===== src/rclc_pkg.sv =====
// ----------------------------------------------------------------------------
// rclc_pkg
// Shared types and constants of the reuse-counted line cache.
// ----------------------------------------------------------------------------
`default_nettype none

package rclc_pkg;

  localparam int unsigned LinesDef   = 8;
  localparam int unsigned RowW       = 10;
  localparam int unsigned ColW       = 10;
  localparam int unsigned RowLenW    = 10;
  localparam int unsigned ReuseW     = 4;
  localparam int unsigned TagW       = 20;
  localparam int unsigned CntW       = 6;
  localparam int unsigned LineOutW   = 3;
  localparam int unsigned CfgAddrW   = 3;
  localparam int unsigned CfgDataW   = 32;

  localparam logic [RowLenW-1:0] RowLenReset = RowLenW'(16);
  localparam logic [ReuseW-1:0]  ReuseReset  = ReuseW'(3);

  // Register index, taken from paddr word bit.
  localparam logic RegRowLength = 1'b0;
  localparam logic RegReuseUnit = 1'b1;

  // Request action codes.
  localparam logic ActFill   = 1'b0;
  localparam logic ActLookup = 1'b1;

  typedef enum logic [1:0] {
    ST_IDLE,
    ST_TAG,
    ST_SEARCH,
    ST_COMMIT
  } rclc_state_e;

  typedef struct packed {
    logic load;
    logic calc;
    logic search;
    logic commit;
  } rclc_cmd_t;

  typedef struct packed {
    logic out_stall;
  } rclc_status_t;

endpackage

`default_nettype wire


===== src/reuse_counted_line_cache.sv =====
// ----------------------------------------------------------------------------
// reuse_counted_line_cache
// Sequence: a request is loaded, then goes through tag multiply-add, parallel
//   tag compare and commit; a new request is accepted only after commit, and
//   the commit step waits while a result is not taken.
// Reset: every line free, row_length = 16, reuse_unit = 3, output empty.
// ----------------------------------------------------------------------------
`default_nettype none

module reuse_counted_line_cache import rclc_pkg::*; #(
  parameter int unsigned Lines = LinesDef
) (
  input  wire logic                clk_i,
  input  wire logic                rst_ni,
  // request channel
  input  wire logic                in_valid_i,
  output logic                     in_ready_o,
  input  wire logic                action_i,
  input  wire logic [RowW-1:0]     row_i,
  input  wire logic [ColW-1:0]     column_i,
  // result channel
  output logic                     out_valid_o,
  input  wire logic                out_ready_i,
  output logic [LineOutW-1:0]      line_o,
  output logic                     hit_o,
  output logic                     full_res_o,
  output logic                     freed_o,
  output logic [CntW-1:0]          uses_left_o,
  // configuration port
  input  wire logic                psel,
  input  wire logic                penable,
  input  wire logic                pwrite,
  input  wire logic [CfgAddrW-1:0] paddr,
  input  wire logic [CfgDataW-1:0] pwdata,
  output logic [CfgDataW-1:0]      prdata,
  output logic                     pready
);

  logic [RowLenW-1:0] row_length_q;
  logic [ReuseW-1:0]  reuse_unit_q;
  logic               cfg_wr;
  logic               cfg_idx;
  rclc_cmd_t          cmd;
  rclc_status_t       status;

  // Registers sit on word addresses; the word bit picks the register.
  assign pready  = 1'b1;
  assign cfg_idx = paddr[2];
  assign cfg_wr  = psel && penable && pwrite && pready;

  always_ff @(posedge clk_i or negedge rst_ni) begin
    if (!rst_ni) begin
      row_length_q <= RowLenReset;
      reuse_unit_q <= ReuseReset;
    end else if (cfg_wr) begin
      case (cfg_idx)
        RegRowLength: row_length_q <= pwdata[RowLenW-1:0];
        RegReuseUnit: reuse_unit_q <= pwdata[ReuseW-1:0];
        default: begin
        end
      endcase
    end
  end

  // Read back the addressed register, zero-extended.
  always_comb begin
    case (cfg_idx)
      RegRowLength: prdata = CfgDataW'(row_length_q);
      RegReuseUnit: prdata = CfgDataW'(reuse_unit_q);
      default:      prdata = '0;
    endcase
  end

  // Sequencer: steps one request through tag, search and commit.
  rclc_ctrl u_ctrl (
    .clk_i      (clk_i),
    .rst_ni     (rst_ni),
    .in_valid_i (in_valid_i),
    .in_ready_o (in_ready_o),
    .status_i   (status),
    .cmd_o      (cmd)
  );

  // Datapath: line state, compare, result register.
  rclc_datapath #(
    .Lines (Lines)
  ) u_datapath (
    .clk_i        (clk_i),
    .rst_ni       (rst_ni),
    .cmd_i        (cmd),
    .status_o     (status),
    .action_i     (action_i),
    .row_i        (row_i),
    .column_i     (column_i),
    .row_length_i (row_length_q),
    .reuse_unit_i (reuse_unit_q),
    .out_ready_i  (out_ready_i),
    .out_valid_o  (out_valid_o),
    .line_o       (line_o),
    .hit_o        (hit_o),
    .full_res_o   (full_res_o),
    .freed_o      (freed_o),
    .uses_left_o  (uses_left_o)
  );

endmodule

`default_nettype wire


===== src/rclc_ctrl.sv =====
// ----------------------------------------------------------------------------
// rclc_ctrl
// Sequencer: load, tag compute, tag search, commit of one request.
// ----------------------------------------------------------------------------
`default_nettype none

module rclc_ctrl import rclc_pkg::*; (
  input  wire logic         clk_i,
  input  wire logic         rst_ni,
  input  wire logic         in_valid_i,
  output logic              in_ready_o,
  input  wire rclc_status_t status_i,
  output rclc_cmd_t         cmd_o
);

  rclc_state_e state_q, state_d;

  always_ff @(posedge clk_i or negedge rst_ni) begin
    if (!rst_ni) begin
      state_q <= ST_IDLE;
    end else begin
      state_q <= state_d;
    end
  end

  always_comb begin
    state_d    = state_q;
    cmd_o      = '0;
    in_ready_o = 1'b0;
    case (state_q)
      ST_IDLE: begin
        in_ready_o = 1'b1;
        if (in_valid_i) begin
          cmd_o.load = 1'b1;
          state_d    = ST_TAG;
        end
      end
      ST_TAG: begin
        cmd_o.calc = 1'b1;
        state_d    = ST_SEARCH;
      end
      ST_SEARCH: begin
        cmd_o.search = 1'b1;
        state_d      = ST_COMMIT;
      end
      ST_COMMIT: begin
        // hold until the output register is free
        if (!status_i.out_stall) begin
          cmd_o.commit = 1'b1;
          state_d      = ST_IDLE;
        end
      end
      default: begin
        state_d = ST_IDLE;
      end
    endcase
  end

endmodule

`default_nettype wire


===== src/rclc_datapath.sv =====
// ----------------------------------------------------------------------------
// rclc_datapath
// Line tags, use counts, free bits, tag search and the result register.
// ----------------------------------------------------------------------------
`default_nettype none

module rclc_datapath import rclc_pkg::*; #(
  parameter int unsigned Lines = LinesDef
) (
  input  wire logic               clk_i,
  input  wire logic               rst_ni,
  input  wire rclc_cmd_t          cmd_i,
  output rclc_status_t            status_o,
  input  wire logic               action_i,
  input  wire logic [RowW-1:0]    row_i,
  input  wire logic [ColW-1:0]    column_i,
  input  wire logic [RowLenW-1:0] row_length_i,
  input  wire logic [ReuseW-1:0]  reuse_unit_i,
  input  wire logic               out_ready_i,
  output logic                    out_valid_o,
  output logic [LineOutW-1:0]     line_o,
  output logic                    hit_o,
  output logic                    full_res_o,
  output logic                    freed_o,
  output logic [CntW-1:0]         uses_left_o
);

  localparam int unsigned IdxW = (Lines > 1) ? $clog2(Lines) : 1;

  logic                action_q;
  logic [RowW-1:0]     row_q;
  logic [ColW-1:0]     col_q;
  logic [TagW-1:0]     tag_q, tag_d;
  logic [CntW-1:0]     cnt_q, cnt_d;
  logic [Lines-1:0]    match_q, match_d;
  logic [TagW-1:0]     line_tag_q  [Lines];
  logic [CntW-1:0]     use_count_q [Lines];
  logic [Lines-1:0]    free_q;

  logic                out_valid_q;
  logic [LineOutW-1:0] line_q, line_d;
  logic                hit_q, hit_d;
  logic                full_q, full_d;
  logic                freed_q, freed_d;
  logic [CntW-1:0]     left_q, left_d;

  logic [TagW-1:0]     prod;
  logic [RowLenW-1:0]  last_col;
  logic                edge_col;
  logic [IdxW-1:0]     fill_sel, hit_sel, sel;
  logic [IdxW+2:0]     sel_ext;
  logic                fill_found, hit_found;
  logic [CntW-1:0]     cur_cnt, dec_cnt;
  logic                dec_zero;
  logic                fill_ok, hit_ok;

  // Tag and initial count.
  always_comb begin
    prod     = TagW'(row_q) * TagW'(row_length_i);
    tag_d    = prod + TagW'(col_q);
    last_col = row_length_i - RowLenW'(1);
    edge_col = (col_q == '0) || (col_q == last_col);
    if (edge_col) begin
      cnt_d = {1'b0, reuse_unit_i, 1'b0};
    end else begin
      cnt_d = {2'b0, reuse_unit_i} + {1'b0, reuse_unit_i, 1'b0};
    end
  end

  // Per-line tag compare.
  always_comb begin
    for (int i = 0; i < Lines; i++) begin
      match_d[i] = !free_q[i] && (line_tag_q[i] == tag_q);
    end
  end

  // Lowest free line, highest matching line.
  always_comb begin
    fill_sel   = '0;
    fill_found = 1'b0;
    hit_sel    = '0;
    hit_found  = 1'b0;
    for (int i = 0; i < Lines; i++) begin
      if (free_q[i] && !fill_found) begin
        fill_sel   = IdxW'(i);
        fill_found = 1'b1;
      end
      if (match_q[i]) begin
        hit_sel   = IdxW'(i);
        hit_found = 1'b1;
      end
    end
  end

  always_comb begin
    cur_cnt  = use_count_q[hit_sel];
    dec_cnt  = (cur_cnt != '0) ? (cur_cnt - CntW'(1)) : '0;
    dec_zero = (dec_cnt == '0);
    fill_ok  = (action_q == ActFill) && fill_found;
    hit_ok   = (action_q == ActLookup) && hit_found;
    sel      = (action_q == ActFill) ? fill_sel : hit_sel;
    sel_ext  = {3'b0, sel};

    line_d  = '0;
    hit_d   = 1'b0;
    full_d  = 1'b0;
    freed_d = 1'b0;
    left_d  = '0;
    if (action_q == ActFill) begin
      if (fill_found) begin
        line_d = sel_ext[LineOutW-1:0];
        left_d = cnt_q;
      end else begin
        full_d = 1'b1;
      end
    end else if (hit_found) begin
      line_d  = sel_ext[LineOutW-1:0];
      hit_d   = 1'b1;
      freed_d = dec_zero;
      left_d  = dec_zero ? '0 : dec_cnt;
    end
  end

  always_ff @(posedge clk_i) begin
    if (cmd_i.load) begin
      action_q <= action_i;
      row_q    <= row_i;
      col_q    <= column_i;
    end
    if (cmd_i.calc) begin
      tag_q <= tag_d;
      cnt_q <= cnt_d;
    end
    if (cmd_i.search) begin
      match_q <= match_d;
    end
    if (cmd_i.commit) begin
      line_q  <= line_d;
      hit_q   <= hit_d;
      full_q  <= full_d;
      freed_q <= freed_d;
      left_q  <= left_d;
      if (fill_ok) begin
        line_tag_q[fill_sel]  <= tag_q;
        use_count_q[fill_sel] <= cnt_q;
      end
      if (hit_ok) begin
        use_count_q[hit_sel] <= dec_cnt;
      end
    end
  end

  always_ff @(posedge clk_i or negedge rst_ni) begin
    if (!rst_ni) begin
      free_q      <= '1;
      out_valid_q <= 1'b0;
    end else begin
      if (cmd_i.commit) begin
        if (fill_ok) begin
          free_q[fill_sel] <= 1'b0;
        end
        if (hit_ok && dec_zero) begin
          free_q[hit_sel] <= 1'b1;
        end
      end
      if (cmd_i.commit) begin
        out_valid_q <= 1'b1;
      end else if (out_ready_i) begin
        out_valid_q <= 1'b0;
      end
    end
  end

  assign status_o.out_stall = out_valid_q && !out_ready_i;
  assign out_valid_o = out_valid_q;
  assign line_o      = line_q;
  assign hit_o       = hit_q;
  assign full_res_o  = full_q;
  assign freed_o     = freed_q;
  assign uses_left_o = left_q;

`ifndef SYNTHESIS
  a_no_commit_on_stall: assert property (@(posedge clk_i) disable iff (!rst_ni)
    cmd_i.commit |-> !(out_valid_q && !out_ready_i))
    else $error("commit while the result register is stalled");

  a_freed_is_hit: assert property (@(posedge clk_i) disable iff (!rst_ni)
    (out_valid_o && freed_o) |-> (hit_o && (uses_left_o == '0)))
    else $error("freed result without a hit or with uses left");

  a_hit_not_full: assert property (@(posedge clk_i) disable iff (!rst_ni)
    out_valid_o |-> !(hit_o && full_res_o))
    else $error("result marks both hit and full");

  a_fill_occupies: assert property (@(posedge clk_i) disable iff (!rst_ni)
    (cmd_i.commit && fill_ok) |=> !free_q[$past(fill_sel)])
    else $error("filled line still marked free");
`endif

endmodule

`default_nettype wire

===== config.mk =====
export PLATFORM = sky130hd
export DESIGN_NAME = reuse_counted_line_cache
export DESIGN_NICKNAME = d
export VERILOG_FILES = /design/src/rclc_pkg.sv /design/src/reuse_counted_line_cache.sv /design/src/rclc_ctrl.sv /design/src/rclc_datapath.sv
export SDC_FILE = /design/constraint.sdc
export NUM_CORES = 1
export LEC_CHECK = 0
export BUFFER_PORTS_ARGS = -buffer_cell sky130_fd_sc_hd__buf_2
export CORE_ASPECT_RATIO = 0.6
export CORE_MARGIN = 2
export CORE_UTILIZATION = 63
export CTS_BUF_LIST = sky130_fd_sc_hd__clkbuf_4 sky130_fd_sc_hd__clkbuf_8
export DETAILED_ROUTE_END_ITERATION = 12
export GPL_TIMING_DRIVEN = 0
export PLACE_DENSITY_LB_ADDON = 0.12
export SYNTH_ARGS = -nofsm -noshare
export SYNTH_HDL_FRONTEND = slang
export SYNTH_HIERARCHICAL = 1
export SYNTH_SLANG_ARGS = --single-unit

===== constraint.sdc =====
create_clock -name clk_i -period 6.3 [get_ports clk_i]
set_clock_uncertainty 0.1 [all_clocks]
set_input_delay 1.26 -clock clk_i [delete_from_list [all_inputs] [get_ports clk_i]]
set_output_delay 1.26 -clock clk_i [all_outputs]
set_load 0.02 [all_outputs]

==> metrics.csv <==
stage;metric;value;unit
yosys;synthFlopType;edfxtp_1;
route;viasPerCell;5.80;
global_route;antenna_found_initial;0;
cts;cts.path.max_buffers;3;
place;gp_congestion;0.885;
cells_and_area;nNetsFinal;1693;
power_and_ir_drop;max-vdd-ir-drop;0.575;mV
floorplan;die_w;216;microns
place;port_buffers;62;
timing;tightest_slew;1230;ps
timing;finalMaxSlewViolations;0;
timing;max_clock_freq;0.169;GHz
power_and_ir_drop;total_power;0.0112;W
cts;hold_buffers;0;
yosys;synth_compound_area_frac;0.0609;
route;ant_nets;0;
yosys;avgSynthCellArea;12.6;sq um
yosys;yosysSeqAreaShare;0.523;
floorplan;start_util;0.642;
yosys;synth_cells;1347;
setup_path;cp.arrival;6140;ps
cts;cts_resized;0;
yosys;synth_area_leaders;edfxtp_1, fa_1, xor2_1;
cells_and_area;diodes;0;
yosys;synth_xor_area_frac;0.0994;
floorplan;dieArea;0.0284;sq mm
global_route;grt_overflow;0;
floorplan;num_io_pins;110;
worst_hold_path;hp-class;reg2reg;
yosys;synth-adder-area-share;0.137;
yosys;synthMuxAreaShare;0.0184;
cts;htreeDepth;2;
run_status;status;finished, final reports clean;
timing;finalCritPeriodShare;0.939;
timing;finalCriticalPeriod;5910;ps
route;first_pass_iters;6;
route;wl;39100;microns
yosys;ys_types;75;
global_route;grt_pass1_vias;10700;
flow_run;cap_viol_max_count;0;
yosys;synth_area;0.0170;sq mm
cts;cts_inserted_buffers;45;
timing;setup_viol;0;
cts;cts.sinks;300;
route;vias;10900;
timing;finalHoldViolCount;0;
setup_path;end_kind;flop;
setup_path;critPathKind;reg2reg;
timing;max_slew_margin;0.170;
cts;root_buffer;clkbuf_8;
cts;clk_pin_slew;60;ps
route;drc;0;
floorplan;core-area;0.0265;sq mm
setup_path;cp-start-kind;flop;
floorplan;dieHeight;131;microns
setup_path;cp.required;6520;ps
cells_and_area;multiInputGateArea;0.00736;sq mm
yosys;synth_top_area_frac;0.486;
cells_and_area;seq_area;0.00890;sq mm
yosys;yosys.area_share.simple;0.110;
setup_path;path_max_fanout;10;
yosys;synth_top_family_by_area;adder cells;
yosys;yosysTopAreaCell;edfxtp_1;
timing;rsz0062_at_grt;no;
yosys;synth_edf_count;275;
route;drt_iter0_markers;1196;
cells_and_area;syn_to_final_growth;11.5;%
global_route;grt_usage;0.284;
cts;clk_latency;580;ps
yosys;synth-seq-cells;300;
route;wl_per_cell;20.8;microns
yosys;async_flop_share;0.0833;
global_route;grt_max_degree;27;
cells_and_area;n_fill_cell;1835;
floorplan;rows;46;
cts;cts_tree;built;
yosys;yosys_warnings;6;
power_and_ir_drop;leakagePower;7.48;nW
yosys;synth.most_common_cell;edfxtp_1;
place;hpwl;28600;microns
yosys;yosys-top-cells-count;edfxtp_1, xor2_1, inv_1;
global_route;grt_pass1_wl;61000;microns
timing;tns;0;ps
power_and_ir_drop;p_per_area;593;mW/mm^2
cts;post_cts_buffers;0;
cells_and_area;drive_gt1_frac;0.161;
[cells by family (layout without fill, tap and decap cells)]
logic type               after synthesis  after routing
other                                  2             23
adder cells (fa/ha/maj)              143            143
flip-flops                           300            300
buffers and inverters                198            350
AND/OR/NAND/NOR                      347            347
AO/OA/AOI/OAI                        139            139
multiplexers                          25             25
XOR/XNOR                             193            193
[sequential cells by signal, summed over array words and instances (netlist names), 8 cells and up]
name                    count
u_datapath/line_tag_q     160
u_datapath/use_count_q     48
u_datapath/tag_q           20
row_length_q               10
u_datapath/col_q           10
u_datapath/row_q           10
u_datapath/free_q           8
u_datapath/match_q          8
[routing by layer]
| metal | vias up | GRT usage | share of wire |
|---|---|---|---|
| met5 | - | 0 | 0 |
| met4 | 0 | 0.0609 | 0.017 |
| met3 | 58 | 0.0801 | 0.11 |
| met2 | 548 | 0.400 | 0.42 |
| met1 | 5337 | 0.439 | 0.45 |
| li1 | 4953 | - | - |
[cell type report]
type                            instances  area share
Inverter                              121      0.0240
Multi-Input combinational cell        870       0.388
Timing Repair Buffer                   72      0.0249
Sequential cell                       300       0.469
Tap cell                              360      0.0238
Clock inverter                          5     0.00205
Clock buffer                           75      0.0475
Buffer                                 77      0.0207
[final timing paths]
path	start	to	slack, ps	cells past startpoint
max in group asynchronous	rst_ni	u_ctrl/state_q[0]	5100	1
worst min register to register	u_datapath/free_q[7]	u_datapath/free_q[7]	430	2
worst max-delay path	row_length_q[1]	u_datapath/tag_q[18]	390	19
min in group asynchronous	rst_ni	row_length_q[6]	590	1
worst max register to register	row_length_q[1]	u_datapath/tag_q[18]	390	19
worst min-delay path	u_datapath/free_q[7]	u_datapath/free_q[7]	430	2
[layout by cell type, fill, tap and decap left out, types with 10 or more instances in the layout]
cell	Yosys	final
edfxtp_1	275	275
xor2_1	137	137
inv_1	121	121
nand2_1	94	94
fa_1	73	73
ha_1	70	70
buf_2	2	65
xnor2_1	56	56
and2_1	55	55
clkbuf_8	0	54
clkbuf_1	48	48
nor4_1	37	37
nor2_1	43	35
a21oi_1	30	30
nand4_1	29	29
o21ai_0	29	29
nor3_1	26	26
buf_4	23	23
conb_1	2	23
clkbuf_4	0	21
nand3_1	16	16
o31ai_1	15	15
dfrtp_1	14	14
nor2b_1	13	12
dfstp_2	11	11
mux2_2	10	10
mux2_4	10	10
[critical path, cell delays in order (launching register included)]
cell and delay, ps:
dfrtp_1 500, clkbuf_1 450, nand2_1 150, fa_1 570, inv_1 60, fa_1 500
inv_1 60, fa_1 530, inv_1 50, fa_1 470, inv_1 40, fa_1 470
inv_1 40, ha_1 340, a21oi_1 220, a21oi_1 110, o31ai_1 500, o2111ai_1 210
a21oi_1 210, xnor2_1 80
[per-stage QoR]
stage	hold slack, ps	utilization	cells	area, sq um	setup slack (ps)
floorplan	385	-	1368	17100	1050
global placement	412	0.674	1790	17800	430
detailed placement	421	0.681	1799	18000	431
CTS	430	0.716	1879	19000	400
global route	451	0.716	1880	19000	32.5
finish	431	0.716	1880	19000	386
[where the power goes]
part	switching [W]	internal [W]
logic	0.00367	0.00257
clock network	0.000746	0.000900
registers	0.000393	0.00296
total	0.00481	0.00643
Note: power is estimated with default switching activity, not from simulation.
